===== src/rtl/wbps_pkg.sv =====
// Shared types, register indexes and pattern helpers for the byte pattern scanner.
package wbps_pkg;

  localparam int CFG_DATA_W  = 64;
  localparam int CFG_INDEX_W = 3;
  localparam int ADDR_W      = 32;
  localparam int CFG_BYTES   = 16;

  typedef logic [7:0]             byte_t;
  typedef logic [CFG_INDEX_W-1:0] cfg_index_t;
  typedef logic [CFG_DATA_W-1:0]  cfg_data_t;
  typedef logic [ADDR_W-1:0]      addr_t;

  localparam cfg_index_t REG_PATTERN_LOW  = 3'd0;
  localparam cfg_index_t REG_PATTERN_HIGH = 3'd1;
  localparam cfg_index_t REG_WILD_MASK    = 3'd2;
  localparam cfg_index_t REG_PATTERN_LEN  = 3'd3;
  localparam cfg_index_t REG_OCCURRENCE   = 3'd4;
  localparam cfg_index_t REG_BASE_ADDR    = 3'd5;

  // Pattern bytes beyond the configured sixteen read as zero.
  function automatic byte_t pattern_byte(input cfg_data_t low, input cfg_data_t high,
                                         input int i);
    byte_t b;
    b = '0;
    if (i < 8) begin
      b = low[8*i +: 8];
    end else if (i < CFG_BYTES) begin
      b = high[8*(i-8) +: 8];
    end
    return b;
  endfunction

  // Pattern bytes beyond the configured sixteen are never wildcards.
  function automatic logic is_wild(input logic [CFG_BYTES-1:0] mask, input int i);
    logic w;
    w = 1'b0;
    if (i < CFG_BYTES) begin
      w = mask[i];
    end
    return w;
  endfunction

endpackage


===== src/rtl/wildcard_byte_pattern_scanner.sv =====
// Top level of the wildcard byte pattern scanner: window, compare, match count and result register.
//
//   channel  direction  handshake              payload
//   in       input      in_valid / in_stall    data_byte, last_byte
//   out      output     out_valid / out_stall  found, match_address, match_offset
//   cfg      input      cfg_write              cfg_index, cfg_data
//
// One byte is taken every cycle while in_stall is low; a byte is captured in the input register and its
// result, if any, is registered in the output register when that stage advances.
// The window compare, match count and offset add all sit between those two registers.
// Reset clears the window, counters and the valid bits of both pipeline registers; no clearing pass.
// A held result stalls the input stage only when a new beat is ready to leave it.
module wildcard_byte_pattern_scanner #(
  parameter int MAX_PATTERN_BYTES = 16,
  parameter int OFFSET_BITS       = 32
) (
  input  logic                clk,
  input  logic                rst,
  input  logic                in_valid,
  output logic                in_stall,
  input  wbps_pkg::byte_t     data_byte,
  input  logic                last_byte,
  output logic                out_valid,
  input  logic                out_stall,
  output logic                found,
  output wbps_pkg::addr_t     match_address,
  output wbps_pkg::addr_t     match_offset,
  input  logic                cfg_write,
  input  wbps_pkg::cfg_index_t cfg_index,
  input  wbps_pkg::cfg_data_t  cfg_data
);
  import wbps_pkg::*;

  localparam int LEN_W     = $clog2(MAX_PATTERN_BYTES + 1);
  localparam int WIN_IDX_W = (MAX_PATTERN_BYTES > 1) ? $clog2(MAX_PATTERN_BYTES) : 1;

  cfg_data_t              pattern_low;
  cfg_data_t              pattern_high;
  logic [CFG_BYTES-1:0]   wild_mask;
  logic [4:0]             pattern_length;
  logic [7:0]             wanted;
  addr_t                  base_address;

  logic                   q_valid;
  byte_t                  q_byte;
  logic                   q_last;

  byte_t                  window      [MAX_PATTERN_BYTES];
  byte_t                  window_next [MAX_PATTERN_BYTES];
  logic [OFFSET_BITS-1:0] bytes_seen;
  logic [OFFSET_BITS-1:0] bytes_seen_next;
  logic [OFFSET_BITS-1:0] offset_full;
  logic [7:0]             match_count;
  logic [7:0]             match_count_next;
  logic                   search_done;

  logic [LEN_W-1:0]       len_used;
  logic                   window_hit;
  logic                   hit;
  logic                   emit;
  logic                   advance;
  addr_t                  offset_out;

  always_ff @(posedge clk) begin
    if (rst) begin
      pattern_low    <= '0;
      pattern_high   <= '0;
      wild_mask      <= '0;
      pattern_length <= 5'd1;
      wanted         <= 8'd1;
      base_address   <= '0;
    end else if (cfg_write) begin
      unique case (cfg_index)
        REG_PATTERN_LOW:  pattern_low    <= cfg_data;
        REG_PATTERN_HIGH: pattern_high   <= cfg_data;
        REG_WILD_MASK:    wild_mask      <= cfg_data[CFG_BYTES-1:0];
        REG_PATTERN_LEN:  pattern_length <= cfg_data[4:0];
        REG_OCCURRENCE:   wanted         <= cfg_data[7:0];
        REG_BASE_ADDR:    base_address   <= cfg_data[ADDR_W-1:0];
        default: ;
      endcase
    end
  end

  assign advance  = q_valid && (!out_valid || !out_stall);
  assign in_stall = q_valid && !advance;

  always_ff @(posedge clk) begin
    if (rst) begin
      q_valid <= 1'b0;
    end else if (!in_stall) begin
      q_valid <= in_valid;
    end
  end

  always_ff @(posedge clk) begin
    if (in_valid && !in_stall) begin
      q_byte <= data_byte;
      q_last <= last_byte;
    end
  end

  always_comb begin
    if (pattern_length == 5'd0) begin
      len_used = LEN_W'(1);
    end else if (int'(pattern_length) > MAX_PATTERN_BYTES) begin
      len_used = LEN_W'(MAX_PATTERN_BYTES);
    end else begin
      len_used = LEN_W'(pattern_length);
    end
  end

  always_comb begin
    for (int k = 0; k < MAX_PATTERN_BYTES - 1; k++) begin
      window_next[k] = window[k+1];
    end
    window_next[MAX_PATTERN_BYTES-1] = q_byte;
  end

  always_comb begin
    int pos;
    window_hit = 1'b1;
    pos = 0;
    for (int i = 0; i < MAX_PATTERN_BYTES; i++) begin
      if (i < int'(len_used) && !is_wild(wild_mask, i)) begin
        pos = MAX_PATTERN_BYTES - int'(len_used) + i;
        if (window_next[WIN_IDX_W'(pos)] != pattern_byte(pattern_low, pattern_high, i)) begin
          window_hit = 1'b0;
        end
      end
    end
  end

  assign bytes_seen_next  = (bytes_seen != '1) ? bytes_seen + 1'b1 : bytes_seen;
  assign match_count_next = (match_count != 8'hFF) ? match_count + 8'd1 : match_count;
  assign offset_full      = bytes_seen_next - OFFSET_BITS'(len_used);
  assign offset_out       = ADDR_W'(offset_full);

  assign hit  = window_hit && (bytes_seen_next >= OFFSET_BITS'(len_used)) &&
                (match_count_next == wanted);
  assign emit = !search_done && (hit || q_last);

  always_ff @(posedge clk) begin
    if (rst) begin
      for (int k = 0; k < MAX_PATTERN_BYTES; k++) begin
        window[k] <= '0;
      end
      bytes_seen  <= '0;
      match_count <= '0;
      search_done <= 1'b0;
    end else if (advance) begin
      if (q_last) begin
        for (int k = 0; k < MAX_PATTERN_BYTES; k++) begin
          window[k] <= '0;
        end
        bytes_seen  <= '0;
        match_count <= '0;
        search_done <= 1'b0;
      end else if (!search_done) begin
        window     <= window_next;
        bytes_seen <= bytes_seen_next;
        if (window_hit && (bytes_seen_next >= OFFSET_BITS'(len_used))) begin
          match_count <= match_count_next;
        end
        search_done <= hit;
      end
    end
  end

  always_ff @(posedge clk) begin
    if (rst) begin
      out_valid <= 1'b0;
    end else if (advance && emit) begin
      out_valid <= 1'b1;
    end else if (!out_stall) begin
      out_valid <= 1'b0;
    end
  end

  always_ff @(posedge clk) begin
    if (advance && emit) begin
      found         <= hit;
      match_offset  <= hit ? offset_out : '0;
      match_address <= hit ? base_address + offset_out : '0;
    end
  end

endmodule


===== config.mk =====
export PLATFORM = sky130hd
export DESIGN_NAME = wildcard_byte_pattern_scanner
export DESIGN_NICKNAME = d
export VERILOG_FILES = /design/src/rtl/wbps_pkg.sv /design/src/rtl/wildcard_byte_pattern_scanner.sv
export SDC_FILE = /design/constraint.sdc
export NUM_CORES = 1
export LEC_CHECK = 0
export BUFFER_PORTS_ARGS = -buffer_cell sky130_fd_sc_hd__buf_4
export CORE_ASPECT_RATIO = 1.4
export CORE_MARGIN = 5
export CORE_UTILIZATION = 60
export CTS_CLUSTER_DIAMETER = 120
export DETAILED_ROUTE_END_ITERATION = 7
export PLACE_DENSITY = 0.81
export SETUP_SLACK_MARGIN = 0.02
export SLEW_MARGIN = 10
export SYNTH_ARGS = -nofsm -noshare
export SYNTH_HDL_FRONTEND = slang
export SYNTH_SLANG_ARGS = --single-unit

===== constraint.sdc =====
create_clock -name clk -period 19.37 [get_ports clk]
set_input_delay 1.937 -clock clk [delete_from_list [all_inputs] [get_ports clk]]
set_output_delay 1.937 -clock clk [all_outputs]
set_load 0.01 [all_outputs]

==> results.toml <==
[synthesis]
synth.most_common_cell = "nand2_1"
seq_area_frac_synth_pct = 33.0
synth_edf_count = 74
synth_cells = 3297
synth.area.top_cells = "dfxtp_1 (25%), mux4_2 (9.9%), edfxtp_1 (7.9%), nand2_1 (6.7%), a21oi_1 (5.2%)"
async_flop_share_pct = 0
synth_compound_area_share_pct = 19.8
yosysWarnings = 0
synth_top_cell_area_share_pct = 25.1
syn_area_sq_mm = 0.0281
synthTopCellsByCount = "nand2_1 (500), dfxtp_1 (352), nor2_1 (293)"
synth.largest_area_cell = "dfxtp_1"
synth_top_family_by_area = "simple AND/OR/NAND/NOR gates"
synthAdderAreaFrac_pct = 2.24
synth_fp_nets = 3427
synth_cell_types = 98
ys.flop_type = "dfxtp_1"
synth_xor_area_share_pct = 6.20
synth.area.mux_share_pct = 13.9
synthSimpleGateAreaFrac_pct = 20.5
synth_seq_cells = 426
avgSynthCellArea_sq_um = 8.51

[placed_design]
dp_hpwl_um = 79000
port_buffers = 147
place_area_sq_mm = 0.0294
gp_congestion = 1.06

[setup_path]
end_kind = "flop"
critical_path_class = "flop to flop"
crit_fanout = 66
cp_data_required_time_ns = 19.57
cp.arrival_ns = 7.94
reg2reg_depth = 22
setup.worst_path.start_class = "flop"

[power]
seq_power_share_pct = 44.6
power_switching_share_pct = 28.0
p_clk_share_pct = 40.9
max-vdd-ir-drop_uv = 81.9
p_int_mw = 1.49
pwr-share-comb_pct = 14.5
leakage_nw = 11.0
powerDensity_mw_per_mm2 = 67.5
p_sw_uw = 582

[sta]
fin_tns_setup_ns = 0
rsz0062_at_grt = "no"
setup_viol = 0
worst-slew-pin-transition_ns = 1.42
slew_viol_final = 0
finalClockSkew_ns = 0.0187
fmax_mhz = 129
hold_viol_final = 0
period_share_pct = 39.9
fin_crit_ns = 7.74
slew_headroom_pct = 5.64

[clock_tree]
cts_buffers = 42
h-tree-depth = 2
cts_setup_buffers = 0
clock-root-buffer = "clkbuf_16"
clk_pin_slew_ns = 0.06
clock_path_buffers = 3
ctsResizeCount = 0
clk_latency_ns = 0.59
ctsHoldBuffers = 0
numClockSinks = 426
cts_tree = "yes"

[hold_path]
min_path_cells = 2
hold_path_class = "flop to flop"

[global_route]
grt_pass1_wl_um = 158000
grt_max_degree = 162
grt_pass1_vias = 25600
grt_overflow_total = 0
grt_usage_pct = 40.5
antenna_found_initial = 0

[routing]
drt_iter0_markers = 3027
wl_um = 107000
vias = 27300
via_per_inst = 6.95
drtAntennaViolNets = 0
wl_per_cell_um = 27.2
drc = 0
first_pass_iters = 8

[cells_and_area]
syn_to_final_growth_pct = 9.69
drive_above_1_share_pct = 13.8
multi_input_area_sq_mm = 0.0177
final_area_sq_mm = 0.0308
area.sequential_sq_mm = 0.00927
diodes = 0
n_fill_cell = 3708
layout.nets = 3414
final_util_pct = 66.6

[floorplanning]
dieWidth_um = 193
rows = 93
core_sq_mm = 0.0462
initial_core_util_pct = 60.7
die_h_um = 266
ios = 148
die-area_sq_mm = 0.0512

[flow_run]
maxCapViolations = 0

[outcome]
status = "complete, no violations"
## cell usage in the layout (no fill, tap or decap), types with 37 or more instances in the layout
master	Yosys	final
a31oi_1	37	37
a21oi_1	289	288
o21ai_0	130	130
buf_4	4	194
nand2_1	500	498
clkbuf_16	0	42
a22oi_1	145	145
xor2_1	61	60
mux2i_1	103	103
mux4_2	123	123
ha_1	47	46
xnor2_1	133	132
dfxtp_1	352	351
edfxtp_1	74	74
inv_1	40	40
nor3_1	62	60
nand4_1	45	45
nor2b_1	49	48
nor2_1	293	291
nand3_1	138	137
## kinds of logic (layout without fill, tap and decap cells)
kind of cell,after synthesis,after routing
adders and majority gates,49,49
DFF,426,426
muxes,234,234
AOI/OAI and AO/OA,851,851
xor gates and xnor gates,196,196
and+or+nand+nor,1244,1244
buffers and inverters,297,318
## power by group through the flow
stage          Combinational, mW  Clock (mW)  Sequential, mW
6_report                   0.301       0.849           0.925
5_1_grt                    0.317       0.896           0.925
4_1_cts                    0.292       0.856           0.925
3_5_place_dp               0.290           0           0.944
3_3_place_gp               0.285           0           0.944
2_1_floorplan              0.193           0           0.940
## stage by stage
step                cells  power, mW  hold WS [ns]  setup slack (ns)
global route         3935       2.14         0.478             11.15
finish               3935       2.08         0.462             11.63
floorplan            3297       1.13         0.435             10.16
CTS                  3935       2.07         0.463             11.74
detailed placement   3857       1.23         0.452             11.79
global placement     3857       1.23         0.446             11.82
## worst max-delay path, cell delays in order, from the launching register on
cell	delay, ns
dfxtp_2	0.39
buf_4	0.31
or4_4	0.83
nand2_4	0.34
inv_2	0.12
ha_2	0.24
xnor2_2	0.19
buf_4	0.35
inv_2	0.35
ha_1	0.31
a21oi_1	0.21
xor2_2	0.19
buf_4	0.32
mux4_2	0.57
xnor2_1	0.17
nand4_1	0.14
o21ai_0	0.48
nand2_1	0.13
nor4b_2	0.27
nand3_2	0.13
buf_4	0.39
a21boi_4	0.23
buf_4	0.61
## cell type report
cell class                      count  area share (%)
Inverter                           45           0.549
Clock inverter                     28           0.988
Clock buffer                       50            3.58
Sequential cell                   426            30.1
Multi-Input combinational cell   2574            57.5
Timing Repair Buffer              195            4.78
Tap cell                          617            2.51
## final timing paths
| check | slack, ns | start | endpoint |
|---|---|---|---|
| setup reg to reg | 11.63 | pattern_length[4]$_SDFFE_PP0P_ | found$_DFFE_PP_ |
| hold / removal | 0.46 | base_address[24]$_SDFFE_PP0P_ | base_address[24]$_SDFFE_PP0P_ |
| hold reg to reg | 0.46 | base_address[24]$_SDFFE_PP0P_ | base_address[24]$_SDFFE_PP0P_ |
| setup / recovery | 11.63 | pattern_length[4]$_SDFFE_PP0P_ | found$_DFFE_PP_ |
## layer usage
metal | vias to the layer above | global-route usage, % | part of all wire [%]
met3 | 495 | 8.77 | 9.6
met4 | 0 | 33.4 | 11
met5 | - | 0 | 0
met2 | 1709 | 65.4 | 46
met1 | 13000 | 45.6 | 34
li1 | 12100 | - | -
## registers in the layout, indices dropped and copies added (netlist names), 8 cells and up
signal,count
window,120
pattern_high,64
pattern_low,64
base_address,32
bytes_seen,32
match_address,32
match_offset,32
wild_mask,16
match_count,8
q_byte,8
wanted,8
Power figures use the tool's default switching activity.
